<file path="src/design/csl_pkg.sv">
// ----------------------------------------------------------------------------
// csl_pkg: shared definitions for the calibrated sensor linearizer
// Payload types, sequencer states, status codes, the linearisation table and
// helper functions used by the divider, the top level and the testbench.
// ----------------------------------------------------------------------------
`timescale 1ns / 1ps
`default_nettype none

package csl_pkg;

    // Fixed-point format of the temperature output and table size.
    localparam int FRAC_BITS    = 5;
    localparam int TABLE_POINTS = 13;
    localparam int TAB_IDX_W    = $clog2(TABLE_POINTS);

    // Field widths.
    localparam int SAMPLE_W = 10;
    localparam int GAIN_W   = 16;
    localparam int TEMP_W   = 12;
    localparam int STATUS_W = 2;
    localparam int VAL_W    = 14;
    localparam int PROD_W   = SAMPLE_W + GAIN_W;
    localparam int GAIN_SHIFT = 12;

    // Shared divider geometry: wide enough for the calibration quotient.
    localparam int DIV_NUM_W = 22;
    localparam int DIV_DEN_W = SAMPLE_W;

    // Calibration constants.
    localparam logic [GAIN_W-1:0]    UNITY_GAIN    = 16'd4096;
    localparam logic [DIV_NUM_W-1:0] CAL_NUMERATOR = 22'd2097152;
    localparam logic [GAIN_W-1:0]    GAIN_MAX      = 16'hFFFF;

    // Temperature of table point i is BASE_DEG + STEP_DEG * i degrees.
    localparam int BASE_DEG     = -20;
    localparam int STEP_DEG     = 5;
    localparam int INTERP_SCALE = STEP_DEG << FRAC_BITS;

    // Status codes.
    localparam logic [STATUS_W-1:0] STS_OK    = 2'd0;
    localparam logic [STATUS_W-1:0] STS_BELOW = 2'd1;
    localparam logic [STATUS_W-1:0] STS_ABOVE = 2'd2;
    localparam logic [STATUS_W-1:0] STS_ZERO  = 2'd3;

    // Strictly increasing converter codes of the thermistor curve.
    localparam logic [SAMPLE_W-1:0] LIN_TAB [TABLE_POINTS] = '{
        10'd75,  10'd100, 10'd131, 10'd169, 10'd214, 10'd265, 10'd322,
        10'd384, 10'd447, 10'd512, 10'd574, 10'd633, 10'd687
    };

    // Input and result requests.
    typedef struct packed {
        logic                mode;
        logic [SAMPLE_W-1:0] adc_sample;
    } csl_in_t;

    typedef struct packed {
        logic signed [TEMP_W-1:0] temperature;
        logic [GAIN_W-1:0]        gain_factor;
        logic [STATUS_W-1:0]      status;
    } csl_out_t;

    // Status of the shared divider.
    typedef struct packed {
        logic busy;
        logic done;
    } div_sts_t;

    // Sequencer states.
    typedef enum logic [2:0] {
        ST_IDLE,
        ST_SCALE,
        ST_RANGE,
        ST_SEARCH,
        ST_DIV,
        ST_WB
    } csl_state_t;

    // Temperature of one table point in output units.
    function automatic logic signed [TEMP_W-1:0] point_temp(
        input logic [TAB_IDX_W-1:0] idx
    );
        return TEMP_W'((BASE_DEG + STEP_DEG * int'(idx)) * (1 << FRAC_BITS));
    endfunction

endpackage

`default_nettype wire

</file>
<file path="src/design/csl_stream_if.sv">
// ----------------------------------------------------------------------------
// csl_stream_if: valid/ready channel
// Carries one request per accepted handshake; the payload type is chosen at
// instantiation.
// ----------------------------------------------------------------------------
`timescale 1ns / 1ps
`default_nettype none

interface csl_stream_if #(
    parameter type payload_t = logic
);
    logic     valid;
    logic     ready;
    payload_t payload;

    modport source (output valid, output payload, input ready);
    modport sink   (input valid, input payload, output ready);
endinterface

`default_nettype wire

</file>
<file path="src/design/csl_div.sv">
// ----------------------------------------------------------------------------
// csl_div: shared restoring divider
// Unsigned division, one quotient bit per cycle.
// ----------------------------------------------------------------------------
`timescale 1ns / 1ps
`default_nettype none

module csl_div #(
    parameter int NUM_W = 22,
    parameter int DEN_W = 10
) (
    input  wire logic             clk,
    input  wire logic             rst_n,
    input  wire logic             start,
    input  wire logic [NUM_W-1:0] num,
    input  wire logic [DEN_W-1:0] den,
    output csl_pkg::div_sts_t     sts,
    output logic      [NUM_W-1:0] quot
);
    import csl_pkg::*;

    localparam int CNT_W = $clog2(NUM_W + 1);

    logic [CNT_W-1:0] cnt_reg, cnt_next;
    logic [NUM_W-1:0] num_reg, num_next;
    logic [DEN_W-1:0] den_reg, den_next;
    logic [DEN_W-1:0] rem_reg, rem_next;
    logic             busy_reg, busy_next;
    logic             done_reg, done_next;
    logic [DEN_W:0]   trial;
    logic [DEN_W:0]   diff;

    // One restoring step: shift in the next numerator bit and try to subtract.
    always_comb
    begin
        trial = {rem_reg, num_reg[NUM_W-1]};
        diff  = trial - {1'b0, den_reg};
    end

    // Step control and operand registers.
    always_comb
    begin
        cnt_next  = cnt_reg;
        num_next  = num_reg;
        den_next  = den_reg;
        rem_next  = rem_reg;
        busy_next = busy_reg;
        done_next = 1'b0;
        if (start)
        begin
            cnt_next  = CNT_W'(NUM_W);
            num_next  = num;
            den_next  = den;
            rem_next  = '0;
            busy_next = 1'b1;
        end
        else if (busy_reg)
        begin
            if (trial >= {1'b0, den_reg})
            begin
                rem_next = diff[DEN_W-1:0];
                num_next = {num_reg[NUM_W-2:0], 1'b1};
            end
            else
            begin
                rem_next = trial[DEN_W-1:0];
                num_next = {num_reg[NUM_W-2:0], 1'b0};
            end
            cnt_next = cnt_reg - 1'b1;
            if (cnt_reg == CNT_W'(1))
            begin
                busy_next = 1'b0;
                done_next = 1'b1;
            end
        end
    end

    always_ff @(posedge clk or negedge rst_n)
    begin
        if (!rst_n)
        begin
            cnt_reg  <= '0;
            busy_reg <= 1'b0;
            done_reg <= 1'b0;
        end
        else
        begin
            cnt_reg  <= cnt_next;
            busy_reg <= busy_next;
            done_reg <= done_next;
        end
    end

    always_ff @(posedge clk)
    begin
        num_reg <= num_next;
        den_reg <= den_next;
        rem_reg <= rem_next;
    end

    assign sts.busy = busy_reg;
    assign sts.done = done_reg;
    assign quot     = num_reg;

endmodule

`default_nettype wire

</file>
<file path="src/design/calibrated_sensor_linearizer.sv">
// ----------------------------------------------------------------------------
// calibrated_sensor_linearizer: gain calibration and table linearisation
// Scales a converter sample by a stored gain and interpolates a temperature
// from a fixed thermistor table; calibrate requests set the gain.
// ----------------------------------------------------------------------------
// The block takes one request at a time and is not ready until it has
// finished it. A calibrate request runs the shared divider, which takes 22
// steps to form 2^21 / sample; a zero sample skips the divider. A measure
// request does the gain multiply and the range check, and goes to writeback
// when the scaled value lies outside the table; otherwise it walks up to 11
// table points and runs the interpolation division in the same divider.
// Results are held in an output register, so the next request is accepted
// while a result still waits to be taken.
// ----------------------------------------------------------------------------
`timescale 1ns / 1ps
`default_nettype none

module calibrated_sensor_linearizer (
    input  wire logic   clk,
    input  wire logic   rst_n,
    csl_stream_if.sink   sample_in,
    csl_stream_if.source result_out
);
    import csl_pkg::*;

    csl_state_t                 state_reg, state_next;
    logic                       mode_reg, mode_next;
    logic [SAMPLE_W-1:0]        sample_reg, sample_next;
    logic [VAL_W-1:0]           val_reg, val_next;
    logic [TAB_IDX_W-1:0]       k_reg, k_next;
    logic [GAIN_W-1:0]          gain_reg, gain_next;
    logic signed [TEMP_W-1:0]   temp_reg, temp_next;
    logic [STATUS_W-1:0]        status_reg, status_next;
    logic                       out_valid_reg, out_valid_next;
    csl_out_t                   out_data_reg, out_data_next;

    logic                       in_fire;
    logic                       out_fire;
    logic                       out_free;
    logic                       walk_on;
    logic [PROD_W-1:0]          prod;
    logic [VAL_W-1:0]           lo_diff;
    logic [SAMPLE_W-1:0]        tab_lo;
    logic [SAMPLE_W-1:0]        tab_hi;

    logic                       div_start;
    logic [DIV_NUM_W-1:0]       div_num;
    logic [DIV_DEN_W-1:0]       div_den;
    div_sts_t                   div_sts;
    logic [DIV_NUM_W-1:0]       div_quot;

    // Handshakes.
    assign sample_in.ready    = (state_reg == ST_IDLE);
    assign in_fire            = sample_in.valid && sample_in.ready;
    assign out_fire           = out_valid_reg && result_out.ready;
    assign out_free           = !out_valid_reg || result_out.ready;
    assign result_out.valid   = out_valid_reg;
    assign result_out.payload = out_data_reg;

    // Table neighbours of the current search point and the gain product.
    always_comb
    begin
        tab_hi  = LIN_TAB[k_reg];
        tab_lo  = LIN_TAB[k_reg - 1'b1];
        lo_diff = val_reg - {{(VAL_W - SAMPLE_W){1'b0}}, tab_lo};
        walk_on = (k_reg < TAB_IDX_W'(TABLE_POINTS - 1))
                  && (val_reg > {{(VAL_W - SAMPLE_W){1'b0}}, tab_hi});
        prod    = sample_reg * gain_reg;
    end

    // Next state.
    always_comb
    begin
        state_next = state_reg;
        unique case (state_reg)
            ST_IDLE:
            begin
                if (in_fire)
                begin
                    if (!sample_in.payload.mode)
                        state_next = ST_SCALE;
                    else if (sample_in.payload.adc_sample == '0)
                        state_next = ST_WB;
                    else
                        state_next = ST_DIV;
                end
            end
            ST_SCALE:
                state_next = ST_RANGE;
            ST_RANGE:
            begin
                if (val_reg < {{(VAL_W - SAMPLE_W){1'b0}}, LIN_TAB[0]}
                    || val_reg > {{(VAL_W - SAMPLE_W){1'b0}}, LIN_TAB[TABLE_POINTS-1]})
                    state_next = ST_WB;
                else
                    state_next = ST_SEARCH;
            end
            ST_SEARCH:
            begin
                if (!walk_on)
                    state_next = ST_DIV;
            end
            ST_DIV:
            begin
                if (div_sts.done)
                    state_next = ST_WB;
            end
            ST_WB:
            begin
                if (out_free)
                    state_next = ST_IDLE;
            end
            default:
                state_next = ST_IDLE;
        endcase
    end

    // Datapath and divider control for each state.
    always_comb
    begin
        mode_next      = mode_reg;
        sample_next    = sample_reg;
        val_next       = val_reg;
        k_next         = k_reg;
        gain_next      = gain_reg;
        temp_next      = temp_reg;
        status_next    = status_reg;
        out_valid_next = out_valid_reg && !out_fire;
        out_data_next  = out_data_reg;
        div_start      = 1'b0;
        div_num        = '0;
        div_den        = '0;
        unique case (state_reg)
            ST_IDLE:
            begin
                if (in_fire)
                begin
                    mode_next   = sample_in.payload.mode;
                    sample_next = sample_in.payload.adc_sample;
                    temp_next   = '0;
                    status_next = STS_OK;
                    if (sample_in.payload.mode)
                    begin
                        if (sample_in.payload.adc_sample == '0)
                            status_next = STS_ZERO;
                        else
                        begin
                            div_start = 1'b1;
                            div_num   = CAL_NUMERATOR;
                            div_den   = sample_in.payload.adc_sample;
                        end
                    end
                end
            end
            ST_SCALE:
                val_next = prod[GAIN_SHIFT +: VAL_W];
            ST_RANGE:
            begin
                k_next = TAB_IDX_W'(1);
                priority if (val_reg < {{(VAL_W - SAMPLE_W){1'b0}}, LIN_TAB[0]})
                begin
                    status_next = STS_BELOW;
                    temp_next   = point_temp(TAB_IDX_W'(0));
                end
                else if (val_reg > {{(VAL_W - SAMPLE_W){1'b0}},
                                    LIN_TAB[TABLE_POINTS-1]})
                begin
                    status_next = STS_ABOVE;
                    temp_next   = point_temp(TAB_IDX_W'(TABLE_POINTS - 1));
                end
                else
                begin
                    status_next = STS_OK;
                end
            end
            ST_SEARCH:
            begin
                if (walk_on)
                    k_next = k_reg + 1'b1;
                else
                begin
                    div_start = 1'b1;
                    div_num   = DIV_NUM_W'(lo_diff) * DIV_NUM_W'(INTERP_SCALE);
                    div_den   = tab_hi - tab_lo;
                end
            end
            ST_DIV:
            begin
                if (div_sts.done)
                begin
                    if (mode_reg)
                    begin
                        if (div_quot > {{(DIV_NUM_W - GAIN_W){1'b0}}, GAIN_MAX})
                            gain_next = GAIN_MAX;
                        else
                            gain_next = div_quot[GAIN_W-1:0];
                    end
                    else
                        temp_next = point_temp(k_reg - 1'b1) + TEMP_W'(div_quot);
                end
            end
            ST_WB:
            begin
                if (out_free)
                begin
                    out_valid_next            = 1'b1;
                    out_data_next.temperature = temp_reg;
                    out_data_next.gain_factor = gain_reg;
                    out_data_next.status      = status_reg;
                end
            end
            default:
            begin
            end
        endcase
    end

    // Control and gain registers.
    always_ff @(posedge clk or negedge rst_n)
    begin
        if (!rst_n)
        begin
            state_reg     <= ST_IDLE;
            gain_reg      <= UNITY_GAIN;
            out_valid_reg <= 1'b0;
        end
        else
        begin
            state_reg     <= state_next;
            gain_reg      <= gain_next;
            out_valid_reg <= out_valid_next;
        end
    end

    // Working payload registers.
    always_ff @(posedge clk)
    begin
        mode_reg     <= mode_next;
        sample_reg   <= sample_next;
        val_reg      <= val_next;
        k_reg        <= k_next;
        temp_reg     <= temp_next;
        status_reg   <= status_next;
        out_data_reg <= out_data_next;
    end

    // Shared divider for calibration and interpolation.
    csl_div #(
        .NUM_W (DIV_NUM_W),
        .DEN_W (DIV_DEN_W)
    ) u_div (
        .clk   (clk),
        .rst_n (rst_n),
        .start (div_start),
        .num   (div_num),
        .den   (div_den),
        .sts   (div_sts),
        .quot  (div_quot)
    );

`ifndef NO_ASSERTIONS
    // The gain only moves when a calibration division completes.
    a_gain_change: assert property (@(posedge clk) disable iff (!rst_n)
        (gain_reg != $past(gain_reg))
        |-> $past(state_reg == ST_DIV && div_sts.done && mode_reg))
        else $error("gain changed outside a calibration");

    // The divider reports completion only while the sequencer waits for it.
    a_div_done: assert property (@(posedge clk) disable iff (!rst_n)
        div_sts.done |-> (state_reg == ST_DIV))
        else $error("divider finished outside the divide state");

    // The table walk never leaves the interior segments.
    a_walk_range: assert property (@(posedge clk) disable iff (!rst_n)
        (state_reg == ST_SEARCH)
        |-> (k_reg >= TAB_IDX_W'(1) && k_reg <= TAB_IDX_W'(TABLE_POINTS - 1)))
        else $error("table index out of range");

    // A low clamp always reports the first table temperature.
    a_clamp_low: assert property (@(posedge clk) disable iff (!rst_n)
        (out_valid_reg && out_data_reg.status == STS_BELOW)
        |-> (out_data_reg.temperature == point_temp(TAB_IDX_W'(0))))
        else $error("low clamp with wrong temperature");
`endif

endmodule

`default_nettype wire

</file>
<file path="src/flat_wrapper.sv">
// flat-port wrapper written by rule: the top's interface ports become plain ports
module calibrated_sensor_linearizer_flat import csl_pkg::*;
  (clk, rst_n, sample_in_valid, sample_in_payload, sample_in_ready, result_out_valid, result_out_payload, result_out_ready);
  csl_stream_if #(.payload_t(csl_in_t)) sample_in_i ();
  csl_stream_if #(.payload_t(csl_out_t)) result_out_i ();
  input  wire logic clk;
  input  wire logic rst_n;
  input wire logic [$bits(sample_in_i.valid)-1:0] sample_in_valid;
  input wire logic [$bits(sample_in_i.payload)-1:0] sample_in_payload;
  output wire logic [$bits(sample_in_i.ready)-1:0] sample_in_ready;
  output wire logic [$bits(result_out_i.valid)-1:0] result_out_valid;
  output wire logic [$bits(result_out_i.payload)-1:0] result_out_payload;
  input wire logic [$bits(result_out_i.ready)-1:0] result_out_ready;
  assign sample_in_i.valid = sample_in_valid;
  assign sample_in_i.payload = sample_in_payload;
  assign sample_in_ready = sample_in_i.ready;
  assign result_out_valid = result_out_i.valid;
  assign result_out_payload = result_out_i.payload;
  assign result_out_i.ready = result_out_ready;
  calibrated_sensor_linearizer u_core (.clk(clk), .rst_n(rst_n), .sample_in(sample_in_i), .result_out(result_out_i));
endmodule
</file>
<file path="config.mk">
export PLATFORM = sky130hd
export DESIGN_NAME = calibrated_sensor_linearizer_flat
export DESIGN_NICKNAME = d
export VERILOG_FILES = /design/src/design/csl_pkg.sv /design/src/design/csl_stream_if.sv /design/src/design/csl_div.sv /design/src/design/calibrated_sensor_linearizer.sv /design/src/flat_wrapper.sv
export SDC_FILE = /design/constraint.sdc
export NUM_CORES = 1
export LEC_CHECK = 0
export BUFFER_PORTS_ARGS = -buffer_cell sky130_fd_sc_hd__buf_2
export CAP_MARGIN = 20
export CORE_MARGIN = 4
export CORE_UTILIZATION = 35
export DETAILED_ROUTE_END_ITERATION = 6
export GPL_TIMING_DRIVEN = 1
export PLACE_DENSITY = 0.49
export SLEW_MARGIN = 5
export SYNTH_ARGS = -nofsm -noshare
export SYNTH_HDL_FRONTEND = slang
export SYNTH_SLANG_ARGS = --single-unit
</file>
<file path="constraint.sdc">
create_clock -name clk -period 14.5 [get_ports clk]
set_clock_uncertainty 0.05 [all_clocks]
set_input_delay 0.725 -clock clk [delete_from_list [all_inputs] [get_ports clk]]
set_output_delay 0.725 -clock clk [all_outputs]
set_load 0.005 [all_outputs]
</file>
==> results of run 1 <==
[layer usage]
layer,share of wire,GRT usage,up-vias
met5,0.00039,0,-
met4,0.025,0.0530,2
met3,0.030,0.0219,51
met2,0.47,0.276,160
met1,0.47,0.228,4606
li1,-,-,4636
[synthesized netlist by cell type, drive strengths merged, types with 5 or more instances]
cell	number
o31ai	5
inv	182
nand4	6
a21o	18
o21ai	65
nand3	29
nand2b	9
and3	8
nor3	21
clkbuf	53
o22ai	5
xor2	24
fa	113
nor4	11
o21a	12
nor2	64
dfxtp	10
a211oi	12
buf	8
nor2b	12
o22a	19
or3	6
xnor2	49
o21bai	8
a21oi	49
edfxtp	105
o211ai	6
dfrtp	26
a31oi	6
mux2i	11
and2	89
nand2	139
ha	138
[power by group through the flow]
stage | Combinational [W] | Sequential, W | Clock, W
6_report | 0.00207 | 0.000815 | 0.000461
5_1_grt | 0.00239 | 0.000839 | 0.000491
4_1_cts | 0.00210 | 0.000818 | 0.000472
3_5_place_dp | 0.00208 | 0.000826 | 0
3_3_place_gp | 0.00206 | 0.000824 | 0
2_1_floorplan | 0.00168 | 0.000722 | 0
[stage by stage]
step	power (W)	setup slack (ns)	util	area, sq um	hold WS (ns)
floorplan	0.00240	8.47	-	13400	0.350
finish	0.00335	7.72	0.390	14700	0.288
global placement	0.00289	7.84	0.374	14100	0.350
global route	0.00372	7.14	0.390	14700	0.348
CTS	0.00339	7.67	0.390	14700	0.311
detailed placement	0.00290	7.71	0.374	14100	0.355
[cells by family (layout without fill, tap and decap cells)]
family          count (synthesis)  count (layout)  share of synthesized area
simple gates                  412             412                      0.152
compound gates                232             232                      0.118
xor+xnor                       73              73                     0.0483
fa+ha+maj                     255             255                      0.301
mux                            13              13                    0.00990
buf+inv                       243             268                     0.0690
flops                         142             142                      0.301
[area by class of cell]
class                           instances  area (sq um)
Sequential cell                       142          4030
Timing Repair Buffer                   54           298
Fill cell                            3781         23000
Inverter                              182           683
Tap cell                              511           639
Clock buffer                           20           437
Multi-Input combinational cell        985          8450
Clock inverter                         12           161
[worst min-delay path by stage]
| stage | endpoint | startpoint | cells past startpoint | slack, ns |
|---|---|---|---|---|
| after global routing | u_core.result_out.valid$_DFF_PN0_ | rst_n | 1 | 0.35 |
| after floorplan | u_core.result_out.payload[0]$_DFFE_PP_ | u_core.status_reg[0]$_DFFE_PP_ | 0 | 0.35 |
| after detailed placement | u_core.result_out.payload[19]$_DFFE_PP_ | u_core.temp_reg[1]$_DFFE_PP_ | 0 | 0.35 |
| after global placement | u_core.result_out.payload[24]$_DFFE_PP_ | u_core.temp_reg[6]$_DFFE_PP_ | 0 | 0.35 |
| final | u_core.u_div.busy_reg$_DFF_PN0_ | rst_n | 1 | 0.29 |
| after CTS | u_core.result_out.valid$_DFF_PN0_ | rst_n | 1 | 0.31 |
==> flow_summary.ini, run 1 <==
[status]
outcome = completed

[worst_setup_path]
r2r_cells = 24
worst-setup-path-type = reg2reg
critPathLaunch = u_core.k_reg[0]$_SDFFCE_PP1P_
cp.arrival_ns = 6.89
reg2reg_slack_ns = 7.72
crit_family = adder cells
end_kind = flip-flop
r2r_end = u_core.u_div.quot[21]$_DFFE_PP_
critPathLaunchType = flip-flop
endpoint = u_core.u_div.quot[21]$_DFFE_PP_
cp_slowest_cell = ha_1
crit_buf_inv = 2
crit_chain = inv_1 > ha_1 > inv_1 > ha_1 > or4b_4 > and3_1 > xor2_1 > ha_1 > nor2_1 > maj3_2 > o21bai_4 > xnor2_1 > ha_1 > ha_1 > a21o_1 > a21oi_1 > o21bai_1 > a21oi_1 > o21ai_0 > a211oi_1 > o21bai_1 > a21oi_1 > o21ba_2 > o311ai_2
cpPeakStageDelay_ns = 0.70
crit_top_cell = ha_1
cp.required_ns = 14.61
cp_max_fo = 22
r2r_start = u_core.k_reg[0]$_SDFFCE_PP1P_
cp_num_cells = 24

[floorplanning]
ios = 47
dieWidth_um = 204
start_util = 0.356
die-area_sq_um = 41500
dieHeight_um = 204
rows = 71
core_sq_um = 37700

[placement]
dp_cells = 1874
hpwl_um = 25500
place_congestion = 0.843
portBuffers = 46

[power_and_ir_drop]
switchingPower_w = 0.00150
p_per_area_nw_per_um2 = 228
switching_share = 0.450
ir_drop_uv = 168
p_clk_frac = 0.138
p_int_w = 0.00184
power.leakage_nw = 6.77
combinationalPowerShare = 0.619
seqPwrFrac = 0.244

[cts]
clk-insertion-delay-late_ns = 0.43
cts_root_buf = clkbuf_16
numCtsBuffers = 17
htreeDepth = 4
clk_pin_slew_ns = 0.07
cts_sinks = 142
cts_hold_buf = 0
cts_resized = 0
clockBufferDepth = 2
cts_tree = built
cts_setup_buffers = 0

[layout]
largest_reg_flops = 30
stdcell_count = 1906
synthToLayoutAreaGrowth_pct = 9.76
drive_above_1_share = 0.0796
final_cell_mix = 181 x inv_1, 139 x nand2_1, 138 x ha_1, 113 x fa_1, 105 x edfxtp_1
final_net_count = 1648
layout_commonest_cell = inv_1
diodes = 0

[drt]
viasPerCell = 4.96
drt_pre_antenna_iters = 5
routed_wirelength_um = 32900
remaining_drc_errors = 0
wire_per_inst_um = 17.3
drt-initial-drc-count = 454
drtAntennaViolNets = 0
vias = 9455

[logic_synthesis]
synth_area_leader_cell = edfxtp_1
ys_warn_count = 0
syn_area_sq_um = 13400
synth_cells = 1370
yosysSeqAreaShare = 0.301
ys.flop_type = edfxtp_1
synth_top_cell_area_share = 0.235
avgSynthCellArea_sq_um = 9.77
synth-seq-cells = 142
synth_area_leaders = edfxtp_1 24%, fa_1 17%, ha_1 13%, inv_1 5.1%, dfrtp_1 4.9%
synth.net_count = 1636
synth_edf_count = 105
ys_types = 77
async_reset_ff_frac = 0.190

[timing]
grt_setup_unrepaired = false
slew_viol_final = 0
finalHoldViolCount = 0
period_needed_ns = 6.78
setup_violations = 0
worstMarginPinSlew_ns = 0.987
min_period_over_period = 0.468
slew_headroom = 0.336
fmax_mhz = 147
fin_setup_tns_ns = 0

[job]
max_cap_viol_count = 0

[grt]
grt_pass1_wl_um = 54700
grt.total_usage = 0.167
grt.overflow.total = 0
grt_pass1_vias = 9777
grt_max_degree = 47
antenna_found_initial = 1

[min_path]
hold_class = in2async
Note: power is estimated with default switching activity, not from simulation.
==> run 2: changes to the inputs <==
- ABC_AREA: not set -> 1
- clock period: 14.5 -> 7.1 ns (I/O delays scaled with it)
==> flow_summary.ini, run 2 <==
[floorplanning]
ios = 47
start_util = 0.356
dieHeight_um = 207
core_sq_um = 38800
rows = 72
dieWidth_um = 207
die-area_sq_um = 42800

[cts]
cts_root_buf = clkbuf_16
clockBufferDepth = 2
cts_hold_buf = 1
numCtsBuffers = 17
cts_sinks = 142
cts_resized = 0
cts_tree = built
cts_setup_buffers = 0
htreeDepth = 4
clk-insertion-delay-late_ns = 0.44
clk_pin_slew_ns = 0.07

[worst_setup_path]
cp_max_fo = 16
reg2reg_slack_ns = 1.22
cp_slowest_cell = edfxtp_1
crit_family = adder cells
r2r_end = u_core.val_reg[10]$_DFFE_PP_
r2r_start = u_core.sample_reg[2]$_DFFE_PP_
crit_top_cell = fa_1
crit_buf_inv = 3
r2r_cells = 17
cp.required_ns = 7.23
cp.arrival_ns = 6.01
worst-setup-path-type = reg2reg
cpPeakStageDelay_ns = 0.93
crit_chain = nand2_1 > fa_1 > inv_1 > fa_1 > fa_1 > fa_1 > inv_1 > fa_1 > inv_1 > ha_1 > nand2_1 > nor4_1 > a21oi_1 > o21ai_1 > nand2_1 > o21ai_1 > xor2_1
critPathLaunchType = flip-flop
end_kind = flip-flop

[timing]
slew_headroom = 0.334
fmax_mhz = 170
fin_setup_tns_ns = 0
finalHoldViolCount = 0
slew_viol_final = 0
grt_setup_unrepaired = false
period_needed_ns = 5.88
min_period_over_period = 0.828
setup_violations = 0
worstMarginPinSlew_ns = 0.991

[drt]
wire_per_inst_um = 16.4
drt-initial-drc-count = 776
remaining_drc_errors = 0
drtAntennaViolNets = 0
vias = 10700
routed_wirelength_um = 36500
drt_pre_antenna_iters = 6
viasPerCell = 4.83

[min_path]
holdPathEnd = u_core.mode_reg$_DFFE_PP_
hp-start = sample_in_payload[10]
hold_depth = 1
hold_class = in2reg

[logic_synthesis]
ys_warn_count = 0
synth_edf_count = 105
synth_area_leaders = edfxtp_1 23%, fa_1 16%, ha_1 12%, inv_1 9.9%, nand2_1 9.9%
syn_area_sq_um = 13800
synth_cells = 1667
avgSynthCellArea_sq_um = 8.30
yosys-top-cells-count = 364 x inv_1, 364 x nand2_1, 138 x ha_1, 113 x fa_1, 105 x edfxtp_1
ys.flop_type = edfxtp_1
synth.net_count = 1933
synth-seq-cells = 142
yosysSeqAreaShare = 0.291
synth_top_cell_area_share = 0.228
async_reset_ff_frac = 0.190
ys_types = 58
synth_area_leader_cell = edfxtp_1

[grt]
antenna_found_initial = 0
grt.total_usage = 0.177
grt_max_degree = 40
grt.overflow.total = 0
grt_pass1_wl_um = 59000
grt_pass1_vias = 10800

[status]
outcome = completed

[placement]
portBuffers = 46
hpwl_um = 28700
place_congestion = 0.866
placed_area_sq_um = 14600

[layout]
final_cell_area_sq_um = 15200
final_net_count = 1957
diodes = 0
drive_above_1_share = 0.0792
final_cell_mix = 364 x nand2_1, 364 x inv_1, 138 x ha_1, 113 x fa_1, 105 x edfxtp_1
synthToLayoutAreaGrowth_pct = 9.80
largest_reg_flops = 30

[power_and_ir_drop]
power.leakage_nw = 7.96
ir_drop_uv = 393
p_per_area_nw_per_um2 = 471

[job]
max_cap_viol_count = 0
==> run 2: cell types whose count changed after synthesis, moves of 12 or more <==
cell and delta:
nand2_2 +17, a22oi_1 +16, inv_1 +183, a21oi_1 +40, and2_1 -89, nand3_1 +26
o22a_1 -19, a21o_1 -15, nor2_1 +26, xnor2_1 -36, nor2b_1 -12, nand2_1 +225
==> run 2: area by class of cell <==
class	count	area, sq um
Sequential cell	142	4030
Clock buffer	17	425
Clock inverter	15	150
Fill cell	3985	23600
Multi-Input combinational cell	1106	8240
Timing Repair Buffer	55	313
Tap cell	518	648
Inverter	369	1390
==> run 2: per-stage QoR <==
stage | util | total power, W | instances | worst slack [ns] | hold slack [ns]
2_1_floorplan | - | 0.00512 | 1667 | 1.79 | 0.00941
3_3_place_gp | 0.376 | 0.00629 | 2188 | 1.39 | 0.351
3_5_place_dp | 0.376 | 0.00626 | 2188 | 1.24 | 0.355
4_1_cts | 0.391 | 0.00720 | 2221 | 1.24 | 0.104
5_1_grt | 0.391 | 0.00797 | 2222 | 0.900 | 0.107
6_report | 0.391 | 0.00716 | 2222 | 1.22 | 0.123
==> run 2: logic make-up after synthesis <==
kind of cell               after synthesis  synth area share
adders and majority gates              251             0.288
buffers and inverters                  419             0.115
AOI/OAI and AO/OA                      227            0.0956
xor gates and xnor gates                47            0.0303
DFF                                    142             0.291
and+or+nand+nor                        581             0.180
==> run 2: per-layer routing <==
layer / wire (um) / track usage / share of wire / up-vias
met2: 16900 / 0.284 / 0.46 / 186
met1: 17600 / 0.250 / 0.48 / 5184
met3: 1220 / 0.0277 / 0.033 / 43
li1: - / - / - / 5314
met4: 824 / 0.0470 / 0.023 / 0
met5: 0 / 0 / 0 / -
==> run 2: worst max path at each step <==
stage	cells after the start	start	endpoint	slack, ns
after global routing	17	u_core.sample_reg[2]$_DFFE_PP_	u_core.val_reg[10]$_DFFE_PP_	0.90
after CTS	17	u_core.sample_reg[2]$_DFFE_PP_	u_core.val_reg[10]$_DFFE_PP_	1.24
after global placement	17	u_core.sample_reg[3]$_DFFE_PP_	u_core.val_reg[10]$_DFFE_PP_	1.39
after detailed placement	17	u_core.sample_reg[2]$_DFFE_PP_	u_core.val_reg[10]$_DFFE_PP_	1.24
after floorplan	20	u_core.sample_reg[9]$_DFFE_PP_	u_core.val_reg[9]$_DFFE_PP_	1.79
final	17	u_core.sample_reg[2]$_DFFE_PP_	u_core.val_reg[10]$_DFFE_PP_	1.22
==> run 2: power by group <==
group	internal (W)	total, W	switching, W
Clock	0.000494	0.000888	0.000394
Combinational	0.00176	0.00463	0.00286
Sequential	0.00131	0.00164	0.000335
